**src/sv/rttcw_pkg.sv**
```systemverilog
package rttcw_pkg;

  localparam logic OP_ACK     = 1'b0;
  localparam logic OP_TIMEOUT = 1'b1;

  localparam logic REG_SEGMENT_SIZE = 1'b0;
  localparam logic REG_WINDOW_LIMIT = 1'b1;

  localparam logic [13:0] SEGMENT_SIZE_RESET = 14'd1424;
  localparam logic [15:0] WINDOW_LIMIT_RESET = 16'd1;
  localparam logic [15:0] CWND_RESET         = 16'd1;
  localparam logic [29:0] SSTHRESH_RESET     = 30'd20000;
  localparam logic [31:0] RTO_RESET          = 32'd2001000;

  typedef struct packed {
    logic [15:0] cwnd;
    logic [29:0] ssthresh;
    logic [23:0] estimate;
    logic [23:0] deviation;
    logic [31:0] rto;
  } rtt_state_t;

  typedef struct packed {
    logic [15:0] send_window;
    logic        avoidance;
  } result_t;

endpackage

```
**src/sv/rttcw_update.sv**
```systemverilog
module rttcw_update #(
  parameter int unsigned CWND_MAX = 65535
) (
  input  logic                 operation,
  input  logic [23:0]          sample_rtt_us,
  input  logic [31:0]          ack_number,
  input  logic [31:0]          next_sequence,
  input  logic [13:0]          segment_size,
  input  logic [15:0]          window_limit,
  input  rttcw_pkg::rtt_state_t state,
  output rttcw_pkg::rtt_state_t state_next,
  output rttcw_pkg::result_t    result
);
  import rttcw_pkg::*;

  localparam logic [15:0] CwndMax     = 16'(CWND_MAX);
  localparam logic [16:0] CwndMaxWide = 17'(CWND_MAX);

  logic [29:0] prod;
  logic [29:0] prod_max;
  logic [29:0] prod_half;
  logic        avoid_old;
  logic        grow;
  logic [16:0] cand;
  logic        cand_sat;
  logic [30:0] prod_cand;
  logic [30:0] prod_next;
  logic [27:0] est_sum;
  logic [23:0] est_ack;
  logic [23:0] diff;
  logic [26:0] dev_sum;
  logic [23:0] dev_ack;
  logic [26:0] rto_sum;

  // The product for the new window is derived from the old product, so
  // the multipliers all work in parallel on the current state.
  assign prod      = 30'(state.cwnd) * 30'(segment_size);
  assign prod_max  = 30'(CwndMax) * 30'(segment_size);
  assign prod_half = 30'(state.cwnd[15:1]) * 30'(segment_size);

  assign avoid_old = prod >= state.ssthresh;
  assign grow      = (operation == OP_ACK) && (ack_number >= next_sequence)
                     && (state.cwnd <= window_limit);
  assign cand      = avoid_old ? (17'(state.cwnd) + 17'd1) : {state.cwnd, 1'b0};
  assign cand_sat  = cand > CwndMaxWide;
  assign prod_cand = avoid_old ? (31'(prod) + 31'(segment_size)) : {prod, 1'b0};

  assign est_sum = {1'b0, state.estimate, 3'b000} - 28'(state.estimate)
                   + 28'(sample_rtt_us);
  assign est_ack = est_sum[26:3];
  assign diff    = (sample_rtt_us >= est_ack) ? (sample_rtt_us - est_ack)
                                              : (est_ack - sample_rtt_us);
  assign dev_sum = 27'({state.deviation, 1'b0}) + 27'(state.deviation) + 27'(diff);
  assign dev_ack = dev_sum[25:2];
  assign rto_sum = {3'b000, est_ack} + {1'b0, dev_ack, 2'b00};

  always_comb begin
    state_next = state;
    prod_next  = 31'(prod);
    if (operation == OP_TIMEOUT) begin
      state_next.cwnd     = CWND_RESET;
      state_next.ssthresh = prod_half;
      state_next.rto      = state.rto[31] ? '1 : {state.rto[30:0], 1'b0};
      prod_next           = 31'(segment_size);
    end else begin
      if (grow) begin
        state_next.cwnd = cand_sat ? CwndMax : cand[15:0];
        prod_next       = cand_sat ? 31'(prod_max) : prod_cand;
      end
      state_next.estimate  = est_ack;
      state_next.deviation = dev_ack;
      state_next.rto       = 32'(rto_sum);
    end
    result.avoidance   = prod_next >= 31'(state_next.ssthresh);
    result.send_window = (state_next.cwnd < window_limit) ? state_next.cwnd
                                                          : window_limit;
  end

endmodule

```
**config.mk**
```make
export PLATFORM = sky130hd
export DESIGN_NAME = rttcw_update
export DESIGN_NICKNAME = d
export VERILOG_FILES = /design/src/sv/rttcw_pkg.sv /design/src/sv/rttcw_update.sv
export SDC_FILE = /design/constraint.sdc
export NUM_CORES = 2
export LEC_CHECK = 0
export ABC_AREA = 1
export BUFFER_PORTS_ARGS = -buffer_cell sky130_fd_sc_hd__buf_2
export CORE_MARGIN = 4
export CORE_UTILIZATION = 40
export DETAILED_ROUTE_END_ITERATION = 16
export SYNTH_ARGS = -nofsm -noshare
export SYNTH_HDL_FRONTEND = slang
export SYNTH_SLANG_ARGS = --single-unit
```
**constraint.sdc**
```tcl
create_clock -name vclk -period 13.3
set_input_delay 1.995 -clock vclk [all_inputs]
set_output_delay 1.995 -clock vclk [all_outputs]
set_load 0.02 [all_outputs]
```
==> flow_metrics.env <==
export IMPL_required_ns=11.31
export IMPL_fin_crit_ns=12.95
export IMPL_max_clock_freq_mhz=77.2
export IMPL_slew_headroom_pct=9.99
export IMPL_nFillCells=7266
export IMPL_core_rowCount=96
export IMPL_die_y_um=273
export IMPL_numPortBuffers=388
export IMPL_wl_per_cell_um=18.4
export IMPL_dr_pass1_iters=5
export IMPL_drt_iter0_drc=1898
export IMPL_instances_no_fill=5621
export IMPL_cp_end_kind="primary output"
export IMPL_yosys_warnings=0
export IMPL_cp_start_kind="input pin"
export IMPL_ys_seq_area_share_pct=0
export IMPL_synth_top_area_share_pct=23.4
export IMPL_drive_above_1_share_pct=16.8
export IMPL_crit_family="adder cells"
export IMPL_drv_cap=0
export IMPL_grt_max_degree=80
export IMPL_final_antenna_net_count=0
export IMPL_postSynthAreaPerCell_um2=6.73
export IMPL_antenna_found_initial=8
export IMPL_syn_cell_area_um2=28100
export IMPL_synth_largest_area_cell="fa_1"
export IMPL_wl_um=103000
export IMPL_coreArea_um2=69200
export IMPL_status="finished clean"
export IMPL_worstMarginPinSlew_ns=1.34
export IMPL_die_area_um2=74600
export IMPL_vias=28900
export IMPL_arrival_ns=10.96
export IMPL_dp_cells=5593
export IMPL_place_congestion=0.977
export IMPL_setup_viol_count_final=0
export IMPL_synth_cell_types=60
export IMPL_areaGrowthSynthToFinish_pct=18.0
export IMPL_slew_violations=0
export IMPL_die_width_um=273
export IMPL_seq_area_um2=0
export IMPL_via_per_inst=5.13
export IMPL_crit_path_max_fanout=10
export IMPL_ctsHoldBuffers=0
export IMPL_seq_cells=0
export IMPL_hold_violations=0
export IMPL_hp_class="input pin to primary output"
export IMPL_rsz0062_at_grt="true"
export IMPL_syn_num_nets=5238
export IMPL_io_pins=388
export IMPL_crit_top_cell="nand2_1"
export IMPL_cp_slowest_stage_delay_ns=0.61
export IMPL_placed_cell_area_um2=32400
export IMPL_fin_area_um2=33200
export IMPL_critPathSlowestCell="fa_1"
export IMPL_first_global_vias=27900
export IMPL_grt_first_pass_wirelength_um=158000
export IMPL_clkbuf_count=0
export IMPL_netlist_top_cells_area="fa_1, ha_1, inv_1, nand2_1, a21oi_1"
export IMPL_netlist_instances=4177
export IMPL_period_share_pct=97.4
export IMPL_start_util_pct=40.6
export IMPL_path_buf_inv=10
export IMPL_nets=5747
export IMPL_drc=0
export IMPL_dp_hpwl_um=91500
export IMPL_critical_path_class="input pin to primary output"
export IMPL_track_usage_pct=26.7
export IMPL_overflow=0
==> logic make-up (layout without fill, tap and decap cells) <==
kind of cell	after synthesis	after routing	share of synthesized area, %
other	0	6	0
AND/OR/NAND/NOR	1307	1307	19.4
adder cells (fa/ha/maj)	816	816	45.1
XOR/XNOR	154	154	5.04
AO/OA/AOI/OAI	793	793	15.4
multiplexers	6	6	0.218
buffers and inverters	1101	1608	14.8
==> worst min-delay path, delay by kind of cell <==
| family | cells | cell delay, ns |
|---|---|---|
| AND/OR/NAND/NOR | 2 | 0.09 |
| buffers and inverters | 2 | 0.22 |
==> final cells by class <==
| class | instances | area [um2] | area share [%] |
|---|---|---|---|
| antenna | 6 | 15.0 | 0.0452 |
| inverter | 986 | 3710 | 11.2 |
| multi-input combinational | 3076 | 24400 | 73.6 |
| tap | 931 | 1160 | 3.51 |
| timing repair buffer | 622 | 3890 | 11.7 |
==> metrics by stage <==
stage	worst slack [ns]	TNS, ns	hold WS (ns)	util, %
finish	0.349	0	4.30	48.0
global route	-0.0466	-0.0936	4.31	48.0
CTS	0.0114	0	4.30	46.8
detailed placement	0.0401	0	4.30	46.8
global placement	-0.00265	-0.00265	4.31	46.8
floorplan	0.476	0	4.14	-
==> layer usage <==
metal  up-vias  GRT usage, %  wire length (um)
met5         -             0                13
met4         2          4.14              2470
met3        98          1.93              7280
met2       993          45.4             46800
met1     13600          38.0             46600
li1      14100             -                 -
==> placed cells by master, fill, tap and decap left out, drive strengths merged, types with 2 or more instances in the layout <==
cell	Yosys	final
clkbuf	78	11
nor3	25	25
fa	328	328
buf	37	611
o21a	18	18
a21boi	8	8
ha	488	488
o21ai	312	312
o21bai	16	16
mux2i	5	5
o221a	2	2
nor4	7	7
nand3	123	123
inv	985	985
diode	0	6
o211ai	9	9
nand4	30	30
a21oi	341	341
o31ai	5	5
xnor2	56	56
a221oi	5	5
a31oi	17	17
a211oi	12	12
a21o	21	21
nor2	181	181
nand2	919	919
and3	2	2
o22ai	11	11
o221ai	9	9
nand3b	2	2
or2	16	16
xor2	98	98
==> final timing paths <==
check	startpoint	to	slack, ns	cells after the start
setup / recovery	state[114]	result[0]	0.35	47
hold / removal	state[30]	state_next[31]	4.30	4
==> Yosys cell counts (all sizes together) <==
| master | n |
|---|---|
| inv | 985 |
| nand2 | 919 |
| ha | 488 |
| a21oi | 341 |
| fa | 328 |
| o21ai | 312 |
| nor2 | 181 |
| nand3 | 123 |
| xor2 | 98 |
| clkbuf | 78 |
| xnor2 | 56 |
| buf | 37 |
| nand4 | 30 |
| nor3 | 25 |
| a21o | 21 |
| o21a | 18 |
| a31oi | 17 |
| o21bai | 16 |
| or2 | 16 |
| a211oi | 12 |
| o22ai | 11 |
| o211ai | 9 |
| o221ai | 9 |
| a21boi | 8 |
| nor4 | 7 |
| a221oi | 5 |
| mux2i | 5 |
| o31ai | 5 |
| and3 | 2 |
| nand3b | 2 |
| o221a | 2 |
| a22o | 1 |
| a22oi | 1 |
| a2bb2oi | 1 |
| a311oi | 1 |
| a32o | 1 |
| a41oi | 1 |
| and2 | 1 |
| clkinv | 1 |
| mux2 | 1 |
| o41ai | 1 |
| or4 | 1 |
==> timing repair <==
item	in CTS	in global routing
setup buffers	0	19
gates resized for setup	0	138
setup endpoints to repair	0	29
